### src/rtl/vdd_pkg.sv
package vdd_pkg;

  localparam int MAX_POINTS_DEF = 65536;
  localparam int COORD_BITS_DEF = 24;

  localparam int TOL_W      = 51;
  localparam int CFG_IDX_W  = 2;
  localparam int CFG_DATA_W = 51;

  // Configuration register indexes.
  localparam logic [CFG_IDX_W-1:0] CFG_GEOMETRY_MODE     = 2'd0;
  localparam logic [CFG_IDX_W-1:0] CFG_FILTER_ENABLE     = 2'd1;
  localparam logic [CFG_IDX_W-1:0] CFG_TOLERANCE_SQUARED = 2'd2;

  // Geometry modes; any code above MODE_RING passes everything through.
  localparam logic [1:0] MODE_LINE = 2'd0;
  localparam logic [1:0] MODE_RING = 2'd1;
  localparam logic [1:0] MODE_PASS = 2'd2;

  localparam logic KIND_VERTEX  = 1'b0;
  localparam logic KIND_SUMMARY = 1'b1;

  // Result queue depth; an item may push two results in one cycle.
  localparam int QDEPTH = 4;

  typedef struct packed {
    logic first;
    logic second;
  } push_t;

endpackage

### src/rtl/vdd_in_stage.sv
module vdd_in_stage import vdd_pkg::*; #(
  parameter int COORD_BITS = COORD_BITS_DEF
) (
  input  logic                  clk,
  input  logic                  rst_n,
  input  logic                  in_valid,
  output logic                  in_ready,
  input  logic [COORD_BITS-1:0] in_x_coord,
  input  logic [COORD_BITS-1:0] in_y_coord,
  input  logic                  in_last_point,
  input  logic                  take,
  output logic                  s1_valid,
  output logic [COORD_BITS-1:0] s1_x,
  output logic [COORD_BITS-1:0] s1_y,
  output logic                  s1_last
);

  logic                  valid_r, valid_nxt;
  logic [COORD_BITS-1:0] x_r, y_r;
  logic                  last_r;
  logic                  load;

  assign in_ready = !valid_r || take;
  assign load     = in_valid && in_ready;

  always_comb begin
    valid_nxt = valid_r;
    if (load) begin
      valid_nxt = 1'b1;
    end else if (take) begin
      valid_nxt = 1'b0;
    end
  end

  always_ff @(posedge clk) begin
    if (!rst_n) begin
      valid_r <= 1'b0;
    end else begin
      valid_r <= valid_nxt;
    end
  end

  always_ff @(posedge clk) begin
    if (load) begin
      x_r    <= in_x_coord;
      y_r    <= in_y_coord;
      last_r <= in_last_point;
    end
  end

  assign s1_valid = valid_r;
  assign s1_x     = x_r;
  assign s1_y     = y_r;
  assign s1_last  = last_r;

endmodule

### src/rtl/vdd_core.sv
module vdd_core import vdd_pkg::*; #(
  parameter int COORD_BITS = COORD_BITS_DEF,
  parameter int MAX_POINTS = MAX_POINTS_DEF,
  localparam int CNT_W     = $clog2(MAX_POINTS + 1),
  localparam int RES_W     = 2 * COORD_BITS + CNT_W + 3
) (
  input  logic                  clk,
  input  logic                  rst_n,
  input  logic                  cfg_we,
  input  logic [CFG_IDX_W-1:0]  cfg_index,
  input  logic [CFG_DATA_W-1:0] cfg_data,
  input  logic                  take,
  input  logic [COORD_BITS-1:0] x,
  input  logic [COORD_BITS-1:0] y,
  input  logic                  last,
  output push_t                 push,
  output logic [RES_W-1:0]      res0,
  output logic [RES_W-1:0]      res1
);

  localparam int CB    = COORD_BITS;
  localparam int SUM_W = 2 * CB + 1;
  localparam int CMP_W = (SUM_W > TOL_W) ? SUM_W : TOL_W;
  localparam logic [CNT_W-1:0] MAX_CNT = CNT_W'(MAX_POINTS);

  logic [1:0]       mode_r;
  logic             filt_r;
  logic [TOL_W-1:0] tol_r;

  logic [CB-1:0]    lk_x_r, lk_y_r, lk_x_nxt, lk_y_nxt;
  logic [CB-1:0]    first_x_r, first_y_r, first_x_nxt, first_y_nxt;
  logic [CNT_W-1:0] in_cnt_r, out_cnt_r, in_cnt_nxt, out_cnt_nxt;
  logic             at_start_r, at_start_nxt;

  logic             ring, pass, closes, keep, emit0;
  logic signed [CB:0] dx, dy;
  logic [CB-1:0]    mx, my;
  logic [2*CB-1:0]  sqx, sqy;
  logic [SUM_W-1:0] sq_dist;
  logic             far;
  logic [CB-1:0]    fx, fy;
  logic [CNT_W-1:0] in_after, out_after, sum_cnt;
  logic             sum_chg;

  always_ff @(posedge clk) begin
    if (!rst_n) begin
      mode_r <= MODE_LINE;
      filt_r <= 1'b1;
      tol_r  <= '0;
    end else if (cfg_we) begin
      unique case (cfg_index)
        CFG_GEOMETRY_MODE:     mode_r <= cfg_data[1:0];
        CFG_FILTER_ENABLE:     filt_r <= cfg_data[0];
        CFG_TOLERANCE_SQUARED: tol_r  <= cfg_data[TOL_W-1:0];
        default: ;
      endcase
    end
  end

  assign ring = (mode_r == MODE_RING);
  assign pass = !((mode_r == MODE_LINE) || (mode_r == MODE_RING));

  // Squared distance to the last kept vertex. The difference of two
  // coordinates never reaches 2^CB in magnitude, so CB bits hold it.
  assign dx  = {x[CB-1], x} - {lk_x_r[CB-1], lk_x_r};
  assign dy  = {y[CB-1], y} - {lk_y_r[CB-1], lk_y_r};
  assign mx  = dx[CB] ? (~dx[CB-1:0] + 1'b1) : dx[CB-1:0];
  assign my  = dy[CB] ? (~dy[CB-1:0] + 1'b1) : dy[CB-1:0];
  assign sqx = mx * mx;
  assign sqy = my * my;
  assign sq_dist = {1'b0, sqx} + {1'b0, sqy};
  assign far     = CMP_W'(sq_dist) > CMP_W'(tol_r);

  assign closes = ring && last;
  assign keep   = at_start_r || pass || !filt_r || far;
  assign emit0  = closes || keep;

  // The closing vertex of a one-vertex ring is the vertex itself.
  assign fx = at_start_r ? x : first_x_r;
  assign fy = at_start_r ? y : first_y_r;

  assign in_after  = (in_cnt_r < MAX_CNT) ? in_cnt_r + 1'b1 : in_cnt_r;
  assign out_after = !emit0 ? out_cnt_r :
                     ((out_cnt_r < MAX_CNT) ? out_cnt_r + 1'b1 : out_cnt_r);
  assign sum_cnt   = pass ? in_after : out_after;
  assign sum_chg   = !pass && (out_after != in_after);

  always_comb begin
    lk_x_nxt     = lk_x_r;
    lk_y_nxt     = lk_y_r;
    first_x_nxt  = first_x_r;
    first_y_nxt  = first_y_r;
    in_cnt_nxt   = in_cnt_r;
    out_cnt_nxt  = out_cnt_r;
    at_start_nxt = at_start_r;
    if (take) begin
      first_x_nxt = fx;
      first_y_nxt = fy;
      if (!closes && keep) begin
        lk_x_nxt = x;
        lk_y_nxt = y;
      end
      if (last) begin
        in_cnt_nxt   = '0;
        out_cnt_nxt  = '0;
        at_start_nxt = 1'b1;
      end else begin
        in_cnt_nxt   = in_after;
        out_cnt_nxt  = out_after;
        at_start_nxt = 1'b0;
      end
    end
  end

  always_ff @(posedge clk) begin
    if (!rst_n) begin
      in_cnt_r   <= '0;
      out_cnt_r  <= '0;
      at_start_r <= 1'b1;
    end else begin
      in_cnt_r   <= in_cnt_nxt;
      out_cnt_r  <= out_cnt_nxt;
      at_start_r <= at_start_nxt;
    end
  end

  always_ff @(posedge clk) begin
    lk_x_r    <= lk_x_nxt;
    lk_y_r    <= lk_y_nxt;
    first_x_r <= first_x_nxt;
    first_y_r <= first_y_nxt;
  end

  assign push.first  = take && emit0;
  assign push.second = take && last;

  assign res0 = {KIND_VERTEX, (closes ? fx : x), (closes ? fy : y),
                 {CNT_W{1'b0}}, 1'b0, 1'b0};
  assign res1 = {KIND_SUMMARY, {CB{1'b0}}, {CB{1'b0}}, sum_cnt, sum_chg, 1'b1};

  a_summary_only_on_last: assert property (@(posedge clk) disable iff (!rst_n)
    push.second |-> (take && last))
    else $error("summary pushed for a vertex that does not end the geometry");

  a_restart_after_summary: assert property (@(posedge clk) disable iff (!rst_n)
    push.second |=> (at_start_r && in_cnt_r == '0 && out_cnt_r == '0))
    else $error("geometry state not cleared after its summary");

  a_kept_not_above_input: assert property (@(posedge clk) disable iff (!rst_n)
    out_cnt_r <= in_cnt_r)
    else $error("kept count exceeds input count");

  a_start_keeps_vertex: assert property (@(posedge clk) disable iff (!rst_n)
    (take && at_start_r) |-> push.first)
    else $error("first vertex of a geometry was dropped");

endmodule

### src/rtl/vdd_out_queue.sv
module vdd_out_queue import vdd_pkg::*; #(
  parameter int W = 8
) (
  input  logic         clk,
  input  logic         rst_n,
  input  push_t        push,
  input  logic [W-1:0] d0,
  input  logic [W-1:0] d1,
  output logic         room,
  output logic         out_valid,
  input  logic         out_ready,
  output logic [W-1:0] dout
);

  localparam int PTR_W = $clog2(QDEPTH);
  localparam int CNT_W = $clog2(QDEPTH + 1);

  logic [W-1:0]     mem_r [QDEPTH];
  logic [PTR_W-1:0] wr_ptr_r, rd_ptr_r, wr_ptr_nxt, rd_ptr_nxt, wr1;
  logic [CNT_W-1:0] cnt_r, cnt_nxt;
  logic             pop;

  assign out_valid = (cnt_r != '0);
  assign pop       = out_valid && out_ready;
  assign dout      = mem_r[rd_ptr_r];
  // Room for two results, so a transfer out is never needed to take an item.
  assign room      = (cnt_r <= CNT_W'(QDEPTH - 2));

  // The second result follows the first, or takes its slot if there is none.
  assign wr1 = wr_ptr_r + PTR_W'(push.first);

  always_comb begin
    wr_ptr_nxt = wr_ptr_r + PTR_W'(push.first) + PTR_W'(push.second);
    rd_ptr_nxt = rd_ptr_r + PTR_W'(pop);
    cnt_nxt    = cnt_r + CNT_W'(push.first) + CNT_W'(push.second) - CNT_W'(pop);
  end

  always_ff @(posedge clk) begin
    if (!rst_n) begin
      wr_ptr_r <= '0;
      rd_ptr_r <= '0;
      cnt_r    <= '0;
    end else begin
      wr_ptr_r <= wr_ptr_nxt;
      rd_ptr_r <= rd_ptr_nxt;
      cnt_r    <= cnt_nxt;
    end
  end

  always_ff @(posedge clk) begin
    if (push.first) begin
      mem_r[wr_ptr_r] <= d0;
    end
    if (push.second) begin
      mem_r[wr1] <= d1;
    end
  end

  a_no_overflow: assert property (@(posedge clk) disable iff (!rst_n)
    cnt_r <= CNT_W'(QDEPTH))
    else $error("result queue overflow");

  a_ptr_consistent: assert property (@(posedge clk) disable iff (!rst_n)
    wr_ptr_r == rd_ptr_r + PTR_W'(cnt_r))
    else $error("result queue pointers disagree with fill level");

  a_push_needs_room: assert property (@(posedge clk) disable iff (!rst_n)
    (push.first || push.second) |-> $past(room) || !$past(rst_n) || room)
    else $error("result pushed without room");

endmodule

### src/rtl/vertex_distance_decimator.sv
// Channel   Direction  Handshake             Payload
// in_       input      in_valid / in_ready   x_coord, y_coord, last_point
// out_      output     out_valid / out_ready item_kind, out_x, out_y, kept_count,
//                                            changed, end_of_run
// cfg_      input      cfg_we                cfg_index, cfg_data
//
// One vertex per cycle while the result queue has room: a vertex is held in the
// input register, then the squared-distance compare against the last kept
// vertex decides it in one pass. A vertex that ends a geometry yields up to two
// results, which leave the output one at a time; the four-entry result queue
// sets the pace. Reset is synchronous and active low; it restores the register
// defaults and clears the geometry state. A stalled output fills the queue and
// then holds in_ready low; nothing is dropped.
module vertex_distance_decimator import vdd_pkg::*; #(
  parameter int MAX_POINTS = MAX_POINTS_DEF,
  parameter int COORD_BITS = COORD_BITS_DEF,
  localparam int CNT_W     = $clog2(MAX_POINTS + 1)
) (
  input  logic                  clk,
  input  logic                  rst_n,
  input  logic                  cfg_we,
  input  logic [CFG_IDX_W-1:0]  cfg_index,
  input  logic [CFG_DATA_W-1:0] cfg_data,
  input  logic                  in_valid,
  output logic                  in_ready,
  input  logic [COORD_BITS-1:0] in_x_coord,
  input  logic [COORD_BITS-1:0] in_y_coord,
  input  logic                  in_last_point,
  output logic                  out_valid,
  input  logic                  out_ready,
  output logic                  out_item_kind,
  output logic [COORD_BITS-1:0] out_x,
  output logic [COORD_BITS-1:0] out_y,
  output logic [CNT_W-1:0]      out_kept_count,
  output logic                  out_changed,
  output logic                  out_end_of_run
);

  localparam int RES_W = 2 * COORD_BITS + CNT_W + 3;

  logic                  s1_valid, s1_last, take, room;
  logic [COORD_BITS-1:0] s1_x, s1_y;
  push_t                 push;
  logic [RES_W-1:0]      res0, res1, dout;

  assign take = s1_valid && room;

  vdd_in_stage #(.COORD_BITS(COORD_BITS)) u_in (
    .clk, .rst_n, .in_valid, .in_ready, .in_x_coord, .in_y_coord, .in_last_point,
    .take, .s1_valid, .s1_x, .s1_y, .s1_last
  );

  vdd_core #(.COORD_BITS(COORD_BITS), .MAX_POINTS(MAX_POINTS)) u_core (
    .clk, .rst_n, .cfg_we, .cfg_index, .cfg_data, .take,
    .x(s1_x), .y(s1_y), .last(s1_last), .push, .res0, .res1
  );

  vdd_out_queue #(.W(RES_W)) u_q (
    .clk, .rst_n, .push, .d0(res0), .d1(res1), .room,
    .out_valid, .out_ready, .dout
  );

  assign {out_item_kind, out_x, out_y, out_kept_count, out_changed, out_end_of_run} = dout;

endmodule

### config.mk
export PLATFORM = sky130hd
export DESIGN_NAME = vertex_distance_decimator
export DESIGN_NICKNAME = d
export VERILOG_FILES = /design/src/rtl/vdd_pkg.sv /design/src/rtl/vdd_in_stage.sv /design/src/rtl/vdd_core.sv /design/src/rtl/vdd_out_queue.sv /design/src/rtl/vertex_distance_decimator.sv
export SDC_FILE = /design/constraint.sdc
export NUM_CORES = 2
export LEC_CHECK = 0
export BUFFER_PORTS_ARGS = -buffer_cell sky130_fd_sc_hd__buf_2
export CORE_MARGIN = 1
export CORE_UTILIZATION = 42
export DETAILED_ROUTE_END_ITERATION = 7
export SLEW_MARGIN = 20
export SYNTH_ARGS = -nofsm -noshare
export SYNTH_HDL_FRONTEND = slang
export SYNTH_HIERARCHICAL = 1
export SYNTH_SLANG_ARGS = --single-unit
export TNS_END_PERCENT = 20
### constraint.sdc
create_clock -name clk -period 59 [get_ports clk]
set_input_delay 11.8 -clock clk [delete_from_list [all_inputs] [get_ports clk]]
set_output_delay 11.8 -clock clk [all_outputs]
set_load 0.01 [all_outputs]
======== After elaboration in Yosys (flattened, before gate mapping) ========
Memory sizes are Yosys's and may differ from the RTL's. A register that Yosys moved wholly into a read port is not among the register bits.
Index checks and enable logic that the tools add are counted.
word-level totals
  register bits after elaboration ......... 242
  latch bits .............................. 0
  bits in writable memories ............... 272
  memory bits (read-only) ................. 0
  bits of input ports ..................... 107
  output and inout bits ................... 70
  logic and storage cells ................. 89
  memories kept ........................... 1
cells by class
  $add $sub $neg .......................... 13
  multipliers ............................. 2
  divide/modulo/power cells ............... 0
  order comparisons ....................... 4
  equal/unequal tests ..................... 4
  shift operators ......................... 0
  mux-type cells .......................... 20
  bitwise logic cells ..................... 2
  reductions and logical operators ........ 26
memory list
  memory     words  width  rd ports  clocked after Yosys merged registers in  wr ports  line                 source
  u_q.mem_r  4      68     1         1                                        2         vdd_out_queue.sv:18  logic [W-1:0] mem_r [QDEPTH];
operators with widths
  cell                   count
  $mux 24                6
  $mux 17                6
  $mul 24x24->48         2
  $gt 49x51->1           1
  $sub 24x24->25         2
  $add 48x48->49         1
  $add 24x1->24 const B  2
  $not 24->24            2
  $add 17x1->17 const B  2
  $lt 17x17->1 const B   2
  $ne 17x17->1           1
  $logic_and 1x1->1      8
  $reduce_and 2->1       4
  $mux 1                 7
  $add 2x1->2            3
  $add 3x1->3            2
  $logic_or 1x1->1       6
  $eq 2x1->1 const B     2
  $logic_not 1->1        4
  $logic_not 2->1        2
  $le 3x2->1 const B     1
  $reduce_bool 3->1      1
  $sub 3x1->3            1
  $eq 2x2->1 const B     1
  2 further kinds        2

======== Logic depth before layout (Yosys ltp) ========
  word-level depth ........................ 13
  mapped depth ............................ 67
  depth with buffers taken out ............ 65

======== By module ========
The synthesis kept the hierarchy.
modules (own cells, without submodules)
  module                     times used  cells each  area each (um^2)  seq. area each (um^2)
  vdd_core                   1           5066        46204.3           4664.5
  vdd_out_queue              1           702         13470.4           8308.0
  vdd_in_stage               1           54          1529.0            1491.4
  vertex_distance_decimator  1           1           6.3               0.0

======== Worst setup path after synthesis ========
Ideal clock, no wire load.
  path type ............................... register -> register
  start ................................... register u_in.x_r[0] (netlist: u_in/s1_x[0])
  end ..................................... memory u_q/mem_r[0][0] (netlist bit) (enable)
  library setup time ...................... 0.598 ns
  arrival ................................. 18.351 ns
  required time ........................... 58.402 ns
  slack ................................... 40.050 ns
  cell stages (with the launch flop) ...... 57
  path buffers ............................ 1
  period minus slack after synthesis ...... 18.950 ns
  cells stage by stage .................... edfxtp_1 inv_1 ha_1 inv_1 fa_1 a21o_1 a311oi_1 a221oi_1 nor2b_1 o21ai_0 a21o_1 o21ba_2 o2bb2ai_1 clkbuf_1 o21ai_0 xnor2_1 clkinv_1 nor2_1 (+21 left out) nor3_1 a211oi_1 mux2i_1 o211ai_1 nor3_2 xor2_1 ha_1 and4_1 nand3_1 inv_1 a221oi_1 o31ai_1 a21oi_1 nor2_1 nor2_1 nor2_1 inv_1 o32ai_1
RTL lines
  what                    line                 source
  from (decl)             vdd_in_stage.sv:19   logic [COORD_BITS-1:0] x_r, y_r;
  from (signal assigned)  vdd_in_stage.sv:45   x_r <= in_x_coord;
  to (decl)               vdd_out_queue.sv:18

==> results.sh <==
export IMPL_num_vias=40900
export IMPL_area_delta_synth_final_pct=7.96
export IMPL_dieWidth_um=384
export IMPL_synth_area_leaders="fa_1 (31%), edfxtp_1 (20%), ha_1 (8.9%)"
export IMPL_cp_end_kind="flip-flop"
export IMPL_post_dp_hpwl_mm=128
export IMPL_grt_start_max_net_pins=96
export IMPL_status="finished clean"
export IMPL_grt_overflow_total=0
export IMPL_slowest_delay_ps=830
export IMPL_clock_tree_buffer_depth=3
export IMPL_dieArea_um2=147000
export IMPL_first_pass_iters=5
export IMPL_ant_nets=0
export IMPL_slowest_stage="clkinv_1"
export IMPL_crit_start="u_in/s1_x[0]"
export IMPL_skew_ps=95.3
export IMPL_cts_num_sinks=514
export IMPL_worstSetupPathType="flip-flop to flip-flop"
export IMPL_worst_path_max_fanout=40
export IMPL_cts_buffers_inserted=58
export IMPL_startpoint_type="flip-flop"
export IMPL_fillCellCount=13600
export IMPL_wire_per_inst_um=20.5
export IMPL_worstMarginPinSlew_ps=1100
export IMPL_setup_viol=0
export IMPL_drc_errors=0
export IMPL_final_hold_viol_count=0
export IMPL_post_cts_buffers=0
export IMPL_clk_latency_ps=700
export IMPL_synth_ff_type="edfxtp_1"
export IMPL_avgViaCountPerCell=5.18
export IMPL_wirelength_mm=162
export IMPL_antenna_diode_count=0
export IMPL_core_rowCount=139
export IMPL_cts_tree="built"
export IMPL_fmax_mhz=51.6
export IMPL_die_height_um=384
export IMPL_hold_buffers=0
export IMPL_cts_resized=0
export IMPL_hold_class="flip-flop to flip-flop"
export IMPL_routabilityCongestion=0.940
export IMPL_fin_crit_ps=19380
export IMPL_io_pins=177
export IMPL_rsz0062_at_grt="false"
export IMPL_htree_levels=2
export IMPL_path_clk_slew_ps=60
export IMPL_ys_async_sr_fraction_pct=0
export IMPL_synth_top_cell_area_share_pct=30.7
export IMPL_grt_pass1_wl_mm=253
export IMPL_synth_edf_count=417
export IMPL_grt_usage_pct=22.5
export IMPL_nets=7418
export IMPL_coreArea_um2=144000
export IMPL_dr_first_iter_drc_count=2542
export IMPL_yosysSeqAreaShare_pct=23.6
export IMPL_min_from="u_in/s1_x[0]"
export IMPL_synth_common_cells="inv_1 (1317), fa_1 (939), nand2_1 (483)"
export IMPL_fin_tns_setup_ps=0
export IMPL_synth_area_um2=61200
export IMPL_start_util_pct=42.5
export IMPL_ys_warn_count=6
export IMPL_avgSynthCellArea_um2=10.5
export IMPL_synthesis_instances=5823
export IMPL_portBuffers=176
export IMPL_antenna_found_initial=3
export IMPL_cts_root_buf="clkbuf_16"
export IMPL_min_period_over_period_pct=32.8
export IMPL_synth_most_common_cell="inv_1"
export IMPL_crit_arrival_ps=19620
export IMPL_cp_common_cell="fa_1"
export IMPL_synth_seq_cells=514
export IMPL_grt_pass1_vias=43900
export IMPL_timing_slew_headroom_pct=26.4
export IMPL_synthDistinctLibCells=94
export IMPL_drive_gt1_share_pct=13.3
export IMPL_r2r_start="u_in/s1_x[0]"
export IMPL_drv_slew=0
export IMPL_drv_cap=0
export IMPL_crit_required_ps=59240
export IMPL_yosysTopAreaCell="fa_1"
cells in the final DEF (no fill, tap or decap), types with 18 or more instances in the layout:
cell,n
nand2b_1,18
inv_1,1317
clkinv_1,18
clkbuf_1,18
fa_1,939
nor2_1,391
buf_4,75
a21boi_0,55
mux4_2,68
o21ai_0,86
mux2i_1,20
a21o_1,66
nor2b_1,55
a21oi_1,137
and3_1,21
nand4_1,25
xor2_1,61
and2_1,24
dfxtp_1,94
nand2_1,483
mux2_1,31
nand3_1,37
edfxtp_1,417
nor3_1,43
conb_1,70
clkbuf_16,60
xnor2_1,109
ha_1,434
buf_2,176
mux2_2,336
layer usage:
layer / GRT usage, % / routed length [um] / up-vias / share of wire [%]
met5: 0 / 13 / - / 0.0080
li1: - / - / 18600 / -
met3: 2.88 / 8880 / 220 / 5.5
met1: 29.6 / 68200 / 20900 / 42
met4: 7.10 / 5210 / 2 / 3.2
met2: 38.4 / 79200 / 1068 / 49
per-stage QoR:
stage	instances	setup slack [ps]	util [%]	hold WS (ps)	cell area, um2
after floorplan	5891	40050	-	443	61500
after global placement	7781	39760	44.4	453	64100
after detailed placement	7781	39710	44.5	456	64100
after CTS	7889	39650	45.8	417	66100
after global routing	7889	38440	45.8	431	66100
final	7889	39620	45.8	422	66100
path summary, 6_finish.rpt:
check	end	slack, ps	cells after the start
worst min register to register	u_core/lk_x_r[0]	420	0
worst max-delay path	u_q/mem_r[3][35]	39620	58
worst min-delay path	u_core/lk_x_r[0]	420	0
worst max register to register	u_q/mem_r[3][35]	39620	58
layout make-up:
class | instances | area [um2] | share of cell area [%]
Multi-Input combinational cell | 3783 | 40800 | 61.8
Sequential cell | 514 | 14500 | 21.9
Inverter | 1330 | 4990 | 7.55
Tap cell | 1903 | 2380 | 3.60
Clock buffer | 82 | 1620 | 2.46
Timing Repair Buffer | 251 | 1440 | 2.19
Clock inverter | 26 | 358 | 0.542
worst max-delay path: cells and delay by family, from the launching register on:
kind	cells	cell delay, ps
fa+ha+maj	14	6030
compound gates	17	5610
simple gates	13	3720
buf+inv	10	1910
xor+xnor	3	950
flops	1	410
mux	1	270
registers in the layout, indices dropped and copies added (netlist names), 3 cells and up:
name,flops
u_in/s1_x,24
u_q/mem_r,272
u_core/out_cnt_r,17
u_core/in_cnt_r,17
u_core/lk_y_r,24
u_core/tol_r,51
u_in/s1_y,24
u_q/cnt_r,3
u_core/lk_x_r,24
u_core/first_y_r,24
u_core/first_x_r,24
cell families (layout without fill, tap and decap cells):
family | Yosys count | after routing | share of synthesized area [%]
adders and majority gates | 1373 | 1373 | 39.6
and+or+nand+nor | 1186 | 1186 | 8.59
other | 2 | 70 | 0.0123
DFF | 514 | 514 | 23.6
muxes | 455 | 455 | 9.58
AOI/OAI and AO/OA | 519 | 519 | 5.62
xor gates and xnor gates | 180 | 180 | 2.61
buffers and inverters | 1594 | 1689 | 10.4
Power is left out: the tool's default activity adds up to more than one toggle a clock period on the data nets, which glitch-free logic cannot reach.
